--- config.mk ---
export PLATFORM = sky130hd
export DESIGN_NAME = etc2_rgb8_block_decoder_top
export DESIGN_NICKNAME = d
export VERILOG_FILES = /design/src/rtl/etc2rgb_pkg.sv /design/src/rtl/etc2rgb_front.sv /design/src/rtl/etc2rgb_queue.sv /design/src/rtl/etc2rgb_back.sv /design/src/rtl/etc2_rgb8_block_decoder_top.sv
export SDC_FILE = /design/constraint.sdc
export NUM_CORES = 1
export LEC_CHECK = 0
export BUFFER_PORTS_ARGS = -buffer_cell sky130_fd_sc_hd__buf_2
export CAP_MARGIN = 20
export CORE_ASPECT_RATIO = 1.4
export CORE_MARGIN = 2
export CORE_UTILIZATION = 30
export DETAILED_ROUTE_END_ITERATION = 8
export GPL_TIMING_DRIVEN = 0
export HOLD_SLACK_MARGIN = 0.05
export PLACE_DENSITY = 0.44
export SLEW_MARGIN = 20
export SYNTH_ARGS = -nofsm -noshare
export SYNTH_HDL_FRONTEND = slang
export SYNTH_HIERARCHICAL = 1
export SYNTH_SLANG_ARGS = --single-unit
--- constraint.sdc ---
create_clock -name clk_i -period 16.6 [get_ports clk_i]
set_input_delay 0.83 -clock clk_i [delete_from_list [all_inputs] [get_ports clk_i]]
set_output_delay 0.83 -clock clk_i [all_outputs]
set_load 0.01 [all_outputs]
--- src/rtl/etc2rgb_pkg.sv ---
// Types, tables and helper functions of the ETC2 RGB8 block decoder.
package etc2rgb_pkg;

  typedef enum logic [2:0] {
    MODE_INDIV  = 3'd0,
    MODE_DIFF   = 3'd1,
    MODE_T      = 3'd2,
    MODE_H      = 3'd3,
    MODE_PLANAR = 3'd4
  } mode_e;

  // Per-block decode results handed from the front end to the pixel engine.
  typedef struct packed {
    mode_e                  mode;
    logic                   flip;
    logic [2:0]             tab0;
    logic [2:0]             tab1;
    logic [1:0][2:0][7:0]   base;
    logic [3:0][2:0][7:0]   paint;
    logic [2:0][8:0]        dh;
    logic [2:0][8:0]        dv;
    logic [2:0][10:0]       pc;
    logic [15:0]            idx_msb;
    logic [15:0]            idx_lsb;
  } blk_t;

  localparam logic [7:0] ModLarge [8] = '{8'd8, 8'd17, 8'd29, 8'd42,
                                          8'd60, 8'd80, 8'd106, 8'd183};
  localparam logic [7:0] ModSmall [8] = '{8'd2, 8'd5, 8'd9, 8'd13,
                                          8'd18, 8'd24, 8'd33, 8'd47};
  localparam logic [6:0] DistTab [8] = '{7'd3, 7'd6, 7'd11, 7'd16,
                                         7'd23, 7'd32, 7'd41, 7'd64};
  localparam logic [1:0] SelMap [4] = '{2'd2, 2'd3, 2'd1, 2'd0};

  function automatic logic [7:0] ex4(input logic [3:0] v);
    return {v, v};
  endfunction

  function automatic logic [7:0] ex5(input logic [4:0] v);
    return {v, v[4:2]};
  endfunction

  function automatic logic [7:0] ex6(input logic [5:0] v);
    return {v, v[5:4]};
  endfunction

  function automatic logic [7:0] ex7(input logic [6:0] v);
    return {v, v[6]};
  endfunction

  function automatic logic [7:0] clamp10(input logic signed [9:0] v);
    logic [7:0] r;
    if (v < 10'sd0) begin
      r = 8'd0;
    end else if (v > 10'sd255) begin
      r = 8'd255;
    end else begin
      r = v[7:0];
    end
    return r;
  endfunction

  // Modifier for an ETC1 table and a raw 2-bit pixel index.
  function automatic logic signed [8:0] mod_val(input logic [2:0] tab,
                                                input logic [1:0] idx);
    logic [1:0]        sel;
    logic signed [8:0] m;
    sel = SelMap[idx];
    case (sel)
      2'd0:    m = -$signed({1'b0, ModLarge[tab]});
      2'd1:    m = -$signed({1'b0, ModSmall[tab]});
      2'd2:    m = $signed({1'b0, ModSmall[tab]});
      default: m = $signed({1'b0, ModLarge[tab]});
    endcase
    return m;
  endfunction

endpackage

--- src/rtl/etc2rgb_front.sv ---
// Front end: classifies a compressed block and works out its per-block colors.
module etc2rgb_front (
  input  logic [63:0]        blk_i,
  output etc2rgb_pkg::blk_t  entry_o
);

  logic [4:0]            r5, g5, b5;
  logic signed [6:0]     rs, gs, bs;
  etc2rgb_pkg::mode_e    mode;
  logic [2:0][7:0]       c0, c1, po, ph, pv;
  logic [6:0]            spread;
  logic [11:0]           k0, k1;
  logic [2:0]            di;

  always_comb begin
    r5 = blk_i[63:59];
    g5 = blk_i[55:51];
    b5 = blk_i[47:43];
    rs = $signed({2'b00, r5}) + $signed({{4{blk_i[58]}}, blk_i[58:56]});
    gs = $signed({2'b00, g5}) + $signed({{4{blk_i[50]}}, blk_i[50:48]});
    bs = $signed({2'b00, b5}) + $signed({{4{blk_i[42]}}, blk_i[42:40]});

    // A sum outside 0..31 shows up in the two top bits.
    if (!blk_i[33]) begin
      mode = etc2rgb_pkg::MODE_INDIV;
    end else if (rs[6:5] != 2'b00) begin
      mode = etc2rgb_pkg::MODE_T;
    end else if (gs[6:5] != 2'b00) begin
      mode = etc2rgb_pkg::MODE_H;
    end else if (bs[6:5] != 2'b00) begin
      mode = etc2rgb_pkg::MODE_PLANAR;
    end else begin
      mode = etc2rgb_pkg::MODE_DIFF;
    end

    entry_o = '0;
    entry_o.mode    = mode;
    entry_o.flip    = blk_i[32];
    entry_o.tab0    = blk_i[39:37];
    entry_o.tab1    = blk_i[36:34];
    entry_o.idx_msb = blk_i[31:16];
    entry_o.idx_lsb = blk_i[15:0];

    if (mode == etc2rgb_pkg::MODE_INDIV) begin
      entry_o.base[0][0] = etc2rgb_pkg::ex4(blk_i[63:60]);
      entry_o.base[1][0] = etc2rgb_pkg::ex4(blk_i[59:56]);
      entry_o.base[0][1] = etc2rgb_pkg::ex4(blk_i[55:52]);
      entry_o.base[1][1] = etc2rgb_pkg::ex4(blk_i[51:48]);
      entry_o.base[0][2] = etc2rgb_pkg::ex4(blk_i[47:44]);
      entry_o.base[1][2] = etc2rgb_pkg::ex4(blk_i[43:40]);
    end else begin
      entry_o.base[0][0] = etc2rgb_pkg::ex5(r5);
      entry_o.base[1][0] = etc2rgb_pkg::ex5(rs[4:0]);
      entry_o.base[0][1] = etc2rgb_pkg::ex5(g5);
      entry_o.base[1][1] = etc2rgb_pkg::ex5(gs[4:0]);
      entry_o.base[0][2] = etc2rgb_pkg::ex5(b5);
      entry_o.base[1][2] = etc2rgb_pkg::ex5(bs[4:0]);
    end

    // T and H modes: two base colors and a distance give four paint colors.
    k0 = {blk_i[62:59], blk_i[58:56], blk_i[52], blk_i[51], blk_i[49:47]};
    k1 = {blk_i[46:43], blk_i[42:39], blk_i[38:35]};
    if (mode == etc2rgb_pkg::MODE_T) begin
      c0[0] = etc2rgb_pkg::ex4({blk_i[60:59], blk_i[57:56]});
      c0[1] = etc2rgb_pkg::ex4(blk_i[55:52]);
      c0[2] = etc2rgb_pkg::ex4(blk_i[51:48]);
      c1[0] = etc2rgb_pkg::ex4(blk_i[47:44]);
      c1[1] = etc2rgb_pkg::ex4(blk_i[43:40]);
      c1[2] = etc2rgb_pkg::ex4(blk_i[39:36]);
      di    = {blk_i[35:34], blk_i[32]};
    end else begin
      c0[0] = etc2rgb_pkg::ex4(k0[11:8]);
      c0[1] = etc2rgb_pkg::ex4(k0[7:4]);
      c0[2] = etc2rgb_pkg::ex4(k0[3:0]);
      c1[0] = etc2rgb_pkg::ex4(k1[11:8]);
      c1[1] = etc2rgb_pkg::ex4(k1[7:4]);
      c1[2] = etc2rgb_pkg::ex4(k1[3:0]);
      di    = {blk_i[34], blk_i[32], (k0 >= k1)};
    end
    spread = etc2rgb_pkg::DistTab[di];
    for (int c = 0; c < 3; c++) begin
      if (mode == etc2rgb_pkg::MODE_T) begin
        entry_o.paint[0][c] = c0[c];
        entry_o.paint[1][c] = etc2rgb_pkg::clamp10($signed({2'b00, c1[c]}) +
                                                   $signed({3'b000, spread}));
        entry_o.paint[2][c] = c1[c];
        entry_o.paint[3][c] = etc2rgb_pkg::clamp10($signed({2'b00, c1[c]}) -
                                                   $signed({3'b000, spread}));
      end else begin
        entry_o.paint[0][c] = etc2rgb_pkg::clamp10($signed({2'b00, c0[c]}) +
                                                   $signed({3'b000, spread}));
        entry_o.paint[1][c] = etc2rgb_pkg::clamp10($signed({2'b00, c0[c]}) -
                                                   $signed({3'b000, spread}));
        entry_o.paint[2][c] = etc2rgb_pkg::clamp10($signed({2'b00, c1[c]}) +
                                                   $signed({3'b000, spread}));
        entry_o.paint[3][c] = etc2rgb_pkg::clamp10($signed({2'b00, c1[c]}) -
                                                   $signed({3'b000, spread}));
      end
    end

    // Planar: origin, horizontal and vertical colors reduced to gradients.
    po[0] = etc2rgb_pkg::ex6(blk_i[62:57]);
    po[1] = etc2rgb_pkg::ex7({blk_i[56], blk_i[54:49]});
    po[2] = etc2rgb_pkg::ex6({blk_i[48], blk_i[44:43], blk_i[41:39]});
    ph[0] = etc2rgb_pkg::ex6({blk_i[38:34], blk_i[32]});
    ph[1] = etc2rgb_pkg::ex7(blk_i[31:25]);
    ph[2] = etc2rgb_pkg::ex6(blk_i[24:19]);
    pv[0] = etc2rgb_pkg::ex6(blk_i[18:13]);
    pv[1] = etc2rgb_pkg::ex7(blk_i[12:6]);
    pv[2] = etc2rgb_pkg::ex6(blk_i[5:0]);
    for (int c = 0; c < 3; c++) begin
      entry_o.dh[c] = {1'b0, ph[c]} - {1'b0, po[c]};
      entry_o.dv[c] = {1'b0, pv[c]} - {1'b0, po[c]};
      entry_o.pc[c] = {1'b0, po[c], 2'b10};
    end
  end

endmodule

--- src/rtl/etc2rgb_queue.sv ---
// Short register queue of decoded blocks between the front end and the pixel engine.
module etc2rgb_queue #(
  parameter int Depth = 2
) (
  input  logic               clk_i,
  input  logic               rst_ni,
  input  logic               push_i,
  input  etc2rgb_pkg::blk_t  push_data_i,
  input  logic               pop_i,
  output etc2rgb_pkg::blk_t  pop_data_o,
  output logic               empty_o,
  output logic               full_o
);

  localparam int AW = (Depth > 1) ? $clog2(Depth) : 1;
  localparam int CW = $clog2(Depth + 1);

  etc2rgb_pkg::blk_t mem_q [Depth];
  logic [AW-1:0]     wr_ptr_q, wr_ptr_d, rd_ptr_q, rd_ptr_d;
  logic [CW-1:0]     count_q, count_d;

  assign empty_o    = (count_q == '0);
  assign full_o     = (count_q == CW'(Depth));
  assign pop_data_o = mem_q[rd_ptr_q];

  always_comb begin
    wr_ptr_d = wr_ptr_q;
    rd_ptr_d = rd_ptr_q;
    count_d  = count_q;
    if (push_i) begin
      wr_ptr_d = (wr_ptr_q == AW'(Depth - 1)) ? '0 : wr_ptr_q + AW'(1);
    end
    if (pop_i) begin
      rd_ptr_d = (rd_ptr_q == AW'(Depth - 1)) ? '0 : rd_ptr_q + AW'(1);
    end
    if (push_i && !pop_i) begin
      count_d = count_q + CW'(1);
    end else if (pop_i && !push_i) begin
      count_d = count_q - CW'(1);
    end
  end

  always_ff @(posedge clk_i or negedge rst_ni) begin
    if (!rst_ni) begin
      wr_ptr_q <= '0;
      rd_ptr_q <= '0;
      count_q  <= '0;
    end else begin
      wr_ptr_q <= wr_ptr_d;
      rd_ptr_q <= rd_ptr_d;
      count_q  <= count_d;
    end
  end

  always_ff @(posedge clk_i) begin
    if (push_i) begin
      mem_q[wr_ptr_q] <= push_data_i;
    end
  end

endmodule

--- src/rtl/etc2rgb_back.sv ---
// Pixel engine: walks the sixteen pixels of a decoded block, one per cycle.
module etc2rgb_back (
  input  logic               clk_i,
  input  logic               rst_ni,
  input  logic               empty_i,
  input  etc2rgb_pkg::blk_t  entry_i,
  output logic               pop_o,
  output logic               valid_o,
  output logic [1:0]         pixel_x_o,
  output logic [1:0]         pixel_y_o,
  output logic [7:0]         red_o,
  output logic [7:0]         green_o,
  output logic [7:0]         blue_o,
  output logic [2:0]         block_mode_o,
  output logic               last_pixel_o
);

  etc2rgb_pkg::blk_t blk_q;
  logic              active_q, active_d;
  logic [3:0]        k_q, k_d;
  logic              valid_q;
  logic [1:0]        x_q, y_q;
  logic [2:0][7:0]   col_q, col_d;
  logic [2:0]        mode_q;
  logic              last_q;

  logic [1:0]        x, y;
  logic [3:0]        pos;
  logic [1:0]        idx;
  logic              sub;
  logic [2:0]        tab;
  logic signed [8:0] m;

  // The next block is taken on the last pixel of the current one, so blocks run gapless.
  assign pop_o = !empty_i && (!active_q || (k_q == 4'd15));

  always_comb begin
    active_d = active_q;
    k_d      = k_q;
    if (pop_o) begin
      active_d = 1'b1;
      k_d      = 4'd0;
    end else if (active_q) begin
      k_d = k_q + 4'd1;
      if (k_q == 4'd15) begin
        active_d = 1'b0;
      end
    end
  end

  always_comb begin
    logic signed [9:0]  e;
    logic signed [12:0] s;
    logic signed [10:0] sh;
    x   = k_q[1:0];
    y   = k_q[3:2];
    pos = {x, y};
    idx = {blk_q.idx_msb[pos], blk_q.idx_lsb[pos]};
    sub = blk_q.flip ? y[1] : x[1];
    tab = sub ? blk_q.tab1 : blk_q.tab0;
    m   = etc2rgb_pkg::mod_val(tab, idx);
    for (int c = 0; c < 3; c++) begin
      e = $signed({2'b00, blk_q.base[sub][c]}) + $signed({m[8], m});
      s = $signed({2'b00, blk_q.pc[c]});
      if (x[0]) s = s + $signed({{4{blk_q.dh[c][8]}}, blk_q.dh[c]});
      if (x[1]) s = s + $signed({{3{blk_q.dh[c][8]}}, blk_q.dh[c], 1'b0});
      if (y[0]) s = s + $signed({{4{blk_q.dv[c][8]}}, blk_q.dv[c]});
      if (y[1]) s = s + $signed({{3{blk_q.dv[c][8]}}, blk_q.dv[c], 1'b0});
      sh = 11'(s >>> 2);
      case (blk_q.mode)
        etc2rgb_pkg::MODE_INDIV, etc2rgb_pkg::MODE_DIFF: begin
          col_d[c] = etc2rgb_pkg::clamp10(e);
        end
        etc2rgb_pkg::MODE_T, etc2rgb_pkg::MODE_H: begin
          col_d[c] = blk_q.paint[idx][c];
        end
        default: begin
          if (sh < 11'sd0) begin
            col_d[c] = 8'd0;
          end else if (sh > 11'sd255) begin
            col_d[c] = 8'd255;
          end else begin
            col_d[c] = sh[7:0];
          end
        end
      endcase
    end
  end

  always_ff @(posedge clk_i or negedge rst_ni) begin
    if (!rst_ni) begin
      active_q <= 1'b0;
      k_q      <= 4'd0;
      valid_q  <= 1'b0;
    end else begin
      active_q <= active_d;
      k_q      <= k_d;
      valid_q  <= active_q;
    end
  end

  always_ff @(posedge clk_i) begin
    if (pop_o) begin
      blk_q <= entry_i;
    end
    x_q    <= x;
    y_q    <= y;
    col_q  <= col_d;
    mode_q <= blk_q.mode;
    last_q <= (k_q == 4'd15);
  end

  assign valid_o      = valid_q;
  assign pixel_x_o    = x_q;
  assign pixel_y_o    = y_q;
  assign red_o        = col_q[0];
  assign green_o      = col_q[1];
  assign blue_o       = col_q[2];
  assign block_mode_o = mode_q;
  assign last_pixel_o = valid_q && last_q;

endmodule

--- src/rtl/etc2_rgb8_block_decoder_top.sv ---
// Top level of the ETC2 RGB8 block decoder: front end, block queue and pixel engine.
// A request is written into the block queue, then loaded into the pixel engine's block
// register, and its first pixel is driven from the registered output stage.
// Throughput: one pixel per cycle, set by the pixel engine.
// Requests are taken while a block is being emitted; busy rises only when the queue is full.
// The receiver cannot stall, so valid_o strobes each pixel for exactly one cycle.
// Reset (rst_ni low, asynchronous) empties the queue and idles the pixel engine.
module etc2_rgb8_block_decoder_top #(
  parameter int QueueDepth = 2
) (
  input  logic        clk_i,
  input  logic        rst_ni,
  input  logic        start,
  output logic        busy,
  input  logic [63:0] block_bits_i,
  output logic        valid_o,
  output logic [1:0]  pixel_x_o,
  output logic [1:0]  pixel_y_o,
  output logic [7:0]  red_o,
  output logic [7:0]  green_o,
  output logic [7:0]  blue_o,
  output logic [2:0]  block_mode_o,
  output logic        last_pixel_o
);

  // The front end is purely combinational: a request is decoded in the cycle it
  // is accepted and the per-block colors are written straight into the queue.
  etc2rgb_pkg::blk_t front_entry;
  etc2rgb_pkg::blk_t head_entry;
  logic              push;
  logic              pop;
  logic              empty;
  logic              full;

  assign busy = full;
  assign push = start && !full;

  etc2rgb_front u_front (
    .blk_i   (block_bits_i),
    .entry_o (front_entry)
  );

  // The queue decouples acceptance from pixel output, so a new request is
  // taken while the engine is still emitting the previous block.
  etc2rgb_queue #(
    .Depth (QueueDepth)
  ) u_queue (
    .clk_i       (clk_i),
    .rst_ni      (rst_ni),
    .push_i      (push),
    .push_data_i (front_entry),
    .pop_i       (pop),
    .pop_data_o  (head_entry),
    .empty_o     (empty),
    .full_o      (full)
  );

  // The pixel engine holds one block and emits its pixels in raster order,
  // row by row, through a registered output stage.
  etc2rgb_back u_back (
    .clk_i        (clk_i),
    .rst_ni       (rst_ni),
    .empty_i      (empty),
    .entry_i      (head_entry),
    .pop_o        (pop),
    .valid_o      (valid_o),
    .pixel_x_o    (pixel_x_o),
    .pixel_y_o    (pixel_y_o),
    .red_o        (red_o),
    .green_o      (green_o),
    .blue_o       (blue_o),
    .block_mode_o (block_mode_o),
    .last_pixel_o (last_pixel_o)
  );

endmodule

==> results of run 1 <==
power by group through the flow:
stage	Combinational [mW]	Sequential (mW)	Clock [mW]
finish	7.08	3.25	2.18
global route	7.74	3.29	2.32
CTS	7.15	3.26	2.25
detailed placement	7.10	3.30	0
global placement	6.90	3.68	0
floorplan	4.81	3.46	0
metrics by stage:
stage | cell area (um^2) | TNS [ns] | worst slack [ns] | cells
2_1_floorplan | 48100 | 0 | 0.0766 | 3812
3_3_place_gp | 51200 | -5362.09 | -12.09 | 6011
3_5_place_dp | 52300 | 0 | 7.17 | 6052
4_1_cts | 55400 | 0 | 7.14 | 6221
5_1_grt | 55400 | 0 | 6.78 | 6222
6_report | 55400 | 0 | 7.23 | 6226
cell type report:
| type | count | area [um^2] |
|---|---|---|
| clock inverters | 60 | 769 |
| diodes | 5 | 12.5 |
| repair buffers | 141 | 1530 |
| multi-input cells | 2561 | 20600 |
| flip-flops and latches | 861 | 25500 |
| plain buffers | 200 | 1320 |
| clock buffers | 108 | 2380 |
| fillers | 15700 | 103000 |
| well taps | 2100 | 2630 |
| inverters | 190 | 716 |
layer usage:
layer	vias to the layer above	global-route usage (%)	wire length, um
met5	-	0	53
met4	10	8.36	7150
met3	236	2.11	4760
met2	578	36.0	83800
met1	15400	21.1	61000
li1	14700	-	-
worst min-delay path by stage:
stage	from	endpoint	cells past startpoint	slack, ns
global route	u_back/blk_q[270]$_DFFE_PP_	u_back/block_mode_o[0]$_DFF_P_	0	0.36
floorplan	u_back/blk_q[270]$_DFFE_PP_	u_back/block_mode_o[0]$_DFF_P_	0	0.32
detailed placement	u_back/blk_q[270]$_DFFE_PP_	u_back/block_mode_o[0]$_DFF_P_	0	0.34
finish	u_back/blk_q[270]$_DFFE_PP_	u_back/block_mode_o[0]$_DFF_P_	0	0.35
CTS	u_back/blk_q[270]$_DFFE_PP_	u_back/block_mode_o[0]$_DFF_P_	0	0.36
global placement	u_back/blk_q[270]$_DFFE_PP_	u_back/block_mode_o[0]$_DFF_P_	0	0.34
state kept, by name, indices dropped and copies added (netlist names):
| name | flops |
|---|---|
| u_back/pixel_y_o | 2 |
| u_back/blue_o | 8 |
| u_back/k_q | 4 |
| u_back/active_q | 1 |
| u_back/blk_q | 273 |
| u_back/last_q | 1 |
| u_queue/count_q | 2 |
| u_queue/rd_ptr_q | 1 |
| u_back/valid_o | 1 |
| u_back/green_o | 8 |
| u_back/block_mode_o | 3 |
| u_back/pixel_x_o | 2 |
| u_queue/wr_ptr_q | 1 |
| u_back/red_o | 8 |
| u_queue/mem_q | 546 |
repair_timing:
item,4_1_cts,5_1_grt
resized for setup,0,0
hold buffers,1,0
hold endpoints to repair,10,0
cells in the mapped netlist, types with 26 or more instances:
library cell and n:
fa_1 36, o21ai_0 193, a21oi_1 243, ha_1 325, clkbuf_1 50, a21o_1 91, inv_1 184, edfxtp_1 819
nor2b_1 40, buf_2 27, nor3_1 40, o21a_1 37, nand2_1 195, nand2b_1 41, o21bai_1 44, mux2i_1 72
o211ai_1 28, o22ai_1 33, dfxtp_1 32, xnor2_1 156, buf_4 84, nor2_1 205, xor2_1 60, nand3_1 30
buf_6 29, a211oi_1 26, mux2_2 332
kinds of logic (layout without fill, tap and decap cells):
family | Yosys count | count (layout) | share of synthesized area (%)
adder cells (fa/ha/maj) | 361 | 361 | 9.97
XOR/XNOR | 216 | 216 | 3.94
other | 2 | 14 | 0.0156
AND/OR/NAND/NOR | 646 | 646 | 6.30
AO/OA/AOI/OAI | 908 | 908 | 12.5
multiplexers | 421 | 421 | 9.98
buffers and inverters | 390 | 699 | 4.23
flip-flops | 861 | 861 | 53.1
critical path, delay by kind of cell (launching register included):
family / cells / cell delay [ns]
and+or+nand+nor: 6 / 1.19
DFF: 1 / 0.61
buffers and inverters: 6 / 2.69
xor gates and xnor gates: 3 / 0.47
AOI/OAI and AO/OA: 13 / 3.08
adders and majority gates: 4 / 1.19
==> results.py, run 1 <==
metrics = {
    "status": {
        "outcome": "complete, no violations",
    },
    "setup_path": {
        "worstSetupEndpointType": "flop",
        "r2r_end": "u_back/red_o[6]$_DFF_P_",
        "cp_slowest_cell": "dfrtp_1",
        "r2r_slack_ns": 7.23,
        "reg2regPathDepth": 32,
        "critPathKind": "reg -> reg",
        "worstPathArrival_ns": 9.95,
        "critPathMaxStageDelay_ns": 0.61,
        "crit_fanout": 10,
        "critPathLaunch": "u_back/k_q[0]$_DFFE_PN0P_",
        "endpoint": "u_back/red_o[6]$_DFF_P_",
        "required_ns": 17.19,
        "cp-start-kind": "flop",
        "cp_common_cell": "buf_2",
        "reg2reg_from": "u_back/k_q[0]$_DFFE_PN0P_",
    },
    "job": {
        "drv_cap": 0,
    },
    "floorplanning": {
        "core-area_um2": 159000,
        "die_w_um": 342,
        "die_h_um": 477,
        "die_area_um2": 163000,
        "rows": 173,
        "start_util_pct": 30.2,
        "ios": 101,
    },
    "yosys": {
        "syn_avg_cell_area_um2": 12.6,
        "synth_top_area_cell": "edfxtp_1",
        "synth_edf_count": 819,
        "synth_area_um2": 48000,
        "ys_warn_count": 6,
        "synth_top_area_share_pct": 51.2,
        "synth_cell_type_count": 106,
        "synthArstFlopShare_pct": 1.16,
        "synthFlopType": "edfxtp_1",
        "syn_inst": 3805,
        "synth_seq_cells": 861,
        "synthTopCellsByArea": "edfxtp_1, ha_1, mux2_2",
        "ys_seq_area_share_pct": 53.1,
    },
    "placement": {
        "hpwlAfterDp_um": 122000,
        "gp_congestion": 0.884,
        "numPortBuffers": 99,
    },
    "cells_and_area": {
        "final_core_util_pct": 34.9,
        "mostFrequentLayoutCells": "edfxtp_1, mux2_2, ha_1",
        "drive_gt1_share_pct": 20.3,
        "fin_nets": 4474,
        "final_common_cell": "edfxtp_1",
        "area_growth_pct": 15.4,
    },
    "drt": {
        "drc": 0,
        "avgViaCountPerCell": 4.96,
        "wirelength_um": 157000,
        "post_drt_wl_per_cell_um": 25.2,
        "via_count": 30900,
        "ant_nets": 0,
        "drt_iter0_markers": 1763,
        "firstDrtPassIters": 5,
    },
    "cts": {
        "cts_tree": "built",
        "htree_levels": 3,
        "cts_num_sinks": 861,
        "cts_buffers": 91,
        "root_buffer": "clkbuf_16",
        "ctsLongestPathBuffers": 3,
        "cts_setup_buffers": 0,
        "clock_latency_ns": 0.71,
        "path_clk_slew_ns": 0.07,
    },
    "sta": {
        "tightest_slew_ns": 1.13,
        "fmax_mhz": 107,
        "slew_violations": 0,
        "rsz0062_at_grt": "false",
        "final.setup_skew_ns": 0.0343,
        "setup_violations": 0,
        "fin_hold_ws_ns": 0.350,
        "slew_headroom_pct": 23.9,
        "final-hold-violation-count": 0,
        "min_period_ns": 9.37,
        "min_period_over_period_pct": 56.4,
    },
    "global_routing": {
        "antenna_found_initial": 13,
        "grt_pass1_wl_um": 223000,
        "grt_usage_pct": 19.0,
        "grt_pass1_vias": 31700,
        "grt_overflow": 0,
        "grt_max_degree": 47,
    },
    "power_and_ir_drop": {
        "power.clock.fraction_pct": 17.4,
        "p_sw_share_pct": 42.2,
        "power_switching_mw": 5.28,
        "combPwrFrac_pct": 56.6,
        "power_frac_seq_pct": 26.0,
        "pwr_density_cell_nw_per_um2": 226,
        "finalPower_mw": 12.5,
        "peakVddDrop_v": 0.000106,
        "p_int_mw": 7.23,
        "p_leak_nw": 20.8,
    },
    "hold_path": {
        "hold_path_class": "reg -> reg",
    },
}
No activity file was read; power rests on OpenSTA's default activity.
==> run 2: changes to the inputs <==
Settings changed: PLACE_DENSITY 0.44 to 0.42.
Clock period 16.6 ns to 9.6 ns, I/O delays scaled along.
==> run 2 against run 1 <==
Final area fell by 0.21%. Register-to-register slack got worse by 6.4 ns. Worst setup slack got worse by 6.4 ns. Clock power rose by 63%. Clock skew fell by 0.0082 ns. Largest cell class unchanged. Power rose by 71%. Flip-flop and latch count did not move. Combinational power rose by 72%.
==> results.py, run 2 (synthesis results as in run 1) <==
metrics = {
    "cells_and_area": {
        "largest_reg_flops": 546,
        "fill_cells": 15700,
        "drive_gt1_share_pct": 20.2,
        "area_growth_pct": 15.2,
        "largest_register": "u_queue/mem_q",
        "seqCellArea_um2": 25500,
        "reg_top3": "u_queue/mem_q: 546 flops, u_back/blk_q: 273 flops",
        "fin_nets": 4480,
        "multi_input_comb_area_um2": 20600,
        "final_common_cell": "edfxtp_1",
        "mostFrequentLayoutCells": "edfxtp_1, mux2_2, ha_1",
    },
    "placement": {
        "gp_congestion": 0.876,
        "hpwlAfterDp_um": 123000,
        "numPortBuffers": 99,
        "dpl_worst_slack_ns": 0.122,
    },
    "floorplanning": {
        "die_w_um": 342,
        "ios": 101,
        "die_h_um": 477,
        "die_area_um2": 163000,
        "core-area_um2": 159000,
        "rows": 173,
        "start_util_pct": 30.2,
    },
    "power_and_ir_drop": {
        "p_leak_nw": 20.8,
        "finalPower_mw": 21.4,
        "pwr_density_cell_nw_per_um2": 387,
        "peakVddDrop_v": 0.000169,
    },
    "hold_path": {
        "hold_start": "block_bits_i[18]",
        "whs_path_depth": 2,
        "hold_path_class": "in -> reg",
        "min_to": "u_queue/mem_q[1][18]$_DFFE_PP_",
    },
    "setup_path": {
        "critPathLaunch": "u_back/k_q[0]$_DFFE_PN0P_",
        "crit_family": "compound AO/OA/AOI/OAI gates",
        "cp-start-kind": "flop",
        "critPathMaxStageDelay_ns": 0.59,
        "crit_fanout": 19,
        "required_ns": 10.20,
        "r2r_end": "u_back/red_o[7]$_DFF_P_",
        "reg2regPathDepth": 31,
        "worstSetupEndpointType": "flop",
        "critPathKind": "reg -> reg",
        "cp_slowest_cell": "dfrtp_1",
        "worstPathArrival_ns": 9.37,
        "reg2reg_from": "u_back/k_q[0]$_DFFE_PN0P_",
        "r2r_slack_ns": 0.83,
        "crit_buf_inv": 5,
    },
    "sta": {
        "setup_tns_ns": 0,
        "rsz0062_at_grt": "false",
        "final-hold-violation-count": 0,
        "fmax_mhz": 114,
        "tightest_slew_ns": 1.09,
        "setup_violations": 0,
        "slew_violations": 0,
        "min_period_over_period_pct": 91.4,
        "final.setup_skew_ns": 0.0262,
        "min_period_ns": 8.77,
        "final.setup.worst_slack_ns": 0.830,
        "slew_headroom_pct": 27.1,
    },
    "drt": {
        "ant_nets": 0,
        "drc": 0,
        "post_drt_wl_per_cell_um": 25.4,
        "wirelength_um": 158000,
        "drt_iter0_markers": 1956,
        "firstDrtPassIters": 5,
        "avgViaCountPerCell": 4.94,
        "via_count": 30800,
    },
    "global_routing": {
        "grt_usage_pct": 19.3,
        "grt_max_degree": 45,
        "grt_pass1_vias": 31200,
        "antenna_found_initial": 10,
        "grt_overflow": 0,
        "grt_pass1_wl_um": 224000,
    },
    "cts": {
        "root_buffer": "clkbuf_16",
        "cts_tree": "built",
        "htree_levels": 3,
        "cts_num_sinks": 861,
        "clock_latency_ns": 0.73,
        "ctsLongestPathBuffers": 3,
        "cts_buffers": 91,
        "path_clk_slew_ns": 0.06,
    },
    "status": {
        "outcome": "complete, no violations",
    },
    "job": {
        "drv_cap": 0,
    },
}
[run 2: how the worst max path moves through the flow]
stage / end / slack (ns) / cells after the start
detailed placement: u_back/red_o[6]$_DFF_P_ / 0.12 / 32
CTS: u_back/red_o[6]$_DFF_P_ / 0.06 / 32
global placement: u_queue/mem_q[0][208]$_DFFE_PP_ / -4.91 / 3
floorplan: u_queue/mem_q[0][0]$_DFFE_PP_ / 1.27 / 3
global route: u_back/red_o[6]$_DFF_P_ / 0.16 / 31
finish: u_back/red_o[7]$_DFF_P_ / 0.83 / 31
[run 2: metal layers]
layer	wire length, um	global-route usage, %	up-vias
li1	-	-	14700
met1	61800	22.0	15300
met2	84600	35.9	594
met3	4750	1.98	237
met4	6950	8.26	6
met5	36	0	-
[run 2: power breakdown]
group	switching (mW)	leakage, nW	internal, mW
combinational	7.33	11.4	4.91
sequential	0.257	7.92	5.37
clock	1.56	1.43	1.99
[run 2: layout make-up]
type,count,area share [%]
Clock buffer,111,4.31
Clock inverter,59,1.03
Buffer,199,2.38
Inverter,190,1.29
Tap cell,2100,4.75
Multi-Input combinational cell,2561,37.2
Antenna cell,2,0.00905
Timing Repair Buffer,148,2.93
Sequential cell,861,46.1
[run 2: stage by stage]
step,instance area [um^2],hold slack [ns],instances,util [%]
6_report,55300,0.103,6231,34.8
5_1_grt,55300,0.0845,6230,34.8
4_1_cts,55300,0.0505,6230,34.8
3_5_place_dp,52300,0.333,6052,32.9
3_3_place_gp,51200,0.327,6011,32.2
2_1_floorplan,48100,0.184,3812,-
[run 2: worst register-to-register path: cells and delay by family, from the launching register on]
kind	cells	cell delay, ns
AOI/OAI and AO/OA	13	3.03
buffers and inverters	5	2.20
and+or+nand+nor	6	1.19
adders and majority gates	4	1.16
DFF	1	0.59
xor gates and xnor gates	3	0.49
[run 2: repair_timing]
item	in CTS	in global routing
hold buffers	8	0
endpoints found under the hold margin	24	0
resized for setup	0	1
endpoints found under the setup margin	0	8
buffers inserted	0	0
==> run 3: changes to the inputs <==
==> constraint.sdc (replaced) <==
create_clock -name clk_i -period 9.6 [get_ports clk_i]
set_input_delay 0.96 -clock clk_i [delete_from_list [all_inputs] [get_ports clk_i]]
set_output_delay 0.96 -clock clk_i [all_outputs]
set_load 0.01 [all_outputs]
==> run 3 against run 2 <==
Clock-buffer cell count is the same. Non-clock buffer count down 8. Flip-flop and latch count unchanged. Sequential share of layout area up 0.067 points. Sequential power about the same. Global-route usage barely moved. Die area stayed put. Critical path depth is the same. Final area is 0.14% lower. Via count decreased by 0.33%. Hold slack better by 0.017 ns. Largest power group unchanged.
==> results.py, run 3 (synthesis results as in run 1) <==
metrics = {
    "hold_path": {
        "hold_path_class": "in -> async",
    },
    "status": {
        "outcome": "complete, no violations",
    },
    "drt": {
        "wirelength_um": 158000,
        "drc": 0,
        "ant_nets": 0,
        "avgViaCountPerCell": 4.93,
        "via_count": 30700,
        "firstDrtPassIters": 5,
        "drt_iter0_markers": 1966,
        "post_drt_wl_per_cell_um": 25.4,
    },
    "global_routing": {
        "grt_max_degree": 45,
        "grt_overflow": 0,
        "grt_pass1_vias": 31100,
        "antenna_found_initial": 10,
        "grt_usage_pct": 19.2,
        "grt_pass1_wl_um": 224000,
    },
    "setup_path": {
        "cp-start-kind": "flop",
        "worstPathArrival_ns": 9.36,
        "critPathKind": "reg -> reg",
        "cp_slowest_cell": "dfrtp_1",
        "reg2regPathDepth": 31,
        "critPathMaxStageDelay_ns": 0.59,
        "crit_fanout": 19,
        "worstSetupEndpointType": "flop",
        "required_ns": 10.20,
    },
    "sta": {
        "rsz0062_at_grt": "false",
        "fmax_mhz": 114,
        "slew_headroom_pct": 26.7,
        "final.setup_skew_ns": 0.0240,
        "tightest_slew_ns": 1.10,
        "min_period_over_period_pct": 91.3,
        "final-hold-violation-count": 0,
        "min_period_ns": 8.76,
        "slew_violations": 0,
        "setup_violations": 0,
    },
    "power_and_ir_drop": {
        "power_switching_mw": 9.16,
        "finalPower_mw": 21.4,
        "power_frac_seq_pct": 26.2,
        "peakVddDrop_v": 0.000170,
        "p_int_mw": 12.3,
        "pwr_density_cell_nw_per_um2": 388,
        "combPwrFrac_pct": 57.1,
        "p_leak_nw": 20.7,
        "power.clock.fraction_pct": 16.6,
        "p_sw_share_pct": 42.8,
    },
    "cts": {
        "cts_num_sinks": 861,
        "ctsLongestPathBuffers": 3,
        "root_buffer": "clkbuf_16",
        "htree_levels": 3,
        "cts_tree": "built",
        "cts_buffers": 91,
        "path_clk_slew_ns": 0.06,
        "clock_latency_ns": 0.73,
    },
    "floorplanning": {
        "core-area_um2": 159000,
        "rows": 173,
        "die_w_um": 342,
        "ios": 101,
        "die_h_um": 477,
        "die_area_um2": 163000,
        "start_util_pct": 30.2,
    },
    "job": {
        "drv_cap": 0,
    },
    "cells_and_area": {
        "reg_top3": "u_queue/mem_q: 546 flops, u_back/blk_q: 273 flops",
        "final_core_util_pct": 34.8,
        "fin_nets": 4472,
        "drive_gt1_share_pct": 20.2,
        "largest_reg_flops": 546,
        "mostFrequentLayoutCells": "edfxtp_1, mux2_2, ha_1",
        "area_growth_pct": 15.0,
        "final_common_cell": "edfxtp_1",
        "largest_register": "u_queue/mem_q",
    },
    "placement": {
        "hpwlAfterDp_um": 123000,
        "numPortBuffers": 99,
        "gp_congestion": 0.876,
    },
}
## run 3: changes by cell type in the layout (fill, tap and decap cells not counted), sizes merged
| cell | previous run | this run |
|---|---|---|
| dlygate4sd3 | 8 | 0 |
## run 3: cell type report
class                      count  area [um^2]
antenna                        2         5.00
buffer                       199         1320
clock buffer                 111         2380
clock inverter                59          571
fill                       15700       104000
inverter                     190          716
multi-input combinational   2561        20600
sequential                   861        25500
tap                         2100         2630
timing repair buffer         140         1540
## run 3: repair_timing
| item | CTS | global route |
|---|---|---|
| buffers inserted | 0 | 0 |
| resized for setup | 0 | 1 |
| setup endpoints to repair | 0 | 8 |
| hold buffers | 0 | 0 |
## run 3: power groups by stage
stage,sequential (mW),clock [mW],combinational (mW)
final,5.62,3.56,12.2
after global routing,5.70,3.81,13.4
after CTS,5.64,3.68,12.4
after detailed placement,5.71,0,12.3
after global placement,6.10,0,12.0
after floorplan,5.84,0,8.32
## run 3: through the flow
stage	instance area (um^2)	TNS [ns]	setup slack [ns]	hold WS (ns)	instances
final	55200	0	0.839	0.120	6223
after global routing	55200	0	0.164	0.121	6222
after CTS	55200	0	0.0647	0.0750	6222
after detailed placement	52300	0	0.122	0.333	6052
after global placement	51200	-3417.00	-5.39	0.327	6011
after floorplan	48100	0	0.880	0.323	3812
## run 3: per-layer routing
metal | track usage (%) | vias up | wire [um]
met2 | 35.9 | 542 | 84700
met1 | 22.0 | 15200 | 62400
met3 | 1.98 | 240 | 4300
li1 | - | 14700 | -
met4 | 8.26 | 6 | 6820
met5 | 0 | - | 36
## run 3: worst paths after layout
check / endpoint / slack (ns) / from
max: u_back/red_o[6]$_DFF_P_ / 0.84 / u_back/k_q[0]$_DFFE_PN0P_
min: u_back/valid_o$_DFF_PN0_ / 0.12 / rst_ni
max reg2reg: u_back/red_o[6]$_DFF_P_ / 0.84 / u_back/k_q[0]$_DFFE_PN0P_
min reg2reg: u_back/block_mode_o[0]$_DFF_P_ / 0.34 / u_back/blk_q[270]$_DFFE_PP_
max in group asynchronous: u_back/k_q[0]$_DFFE_PN0P_ / 9.25 / rst_ni
min in group clk_i: u_back/block_mode_o[0]$_DFF_P_ / 0.34 / u_back/blk_q[270]$_DFFE_PP_
## run 3: worst max-delay path: cells and delay by family (launching register included)
kind / cells / cell delay [ns]
adder cells (fa/ha/maj): 4 / 1.14
AND/OR/NAND/NOR: 6 / 1.17
XOR/XNOR: 3 / 0.50
AO/OA/AOI/OAI: 13 / 3.02
buffers and inverters: 5 / 2.16
flip-flops: 1 / 0.59
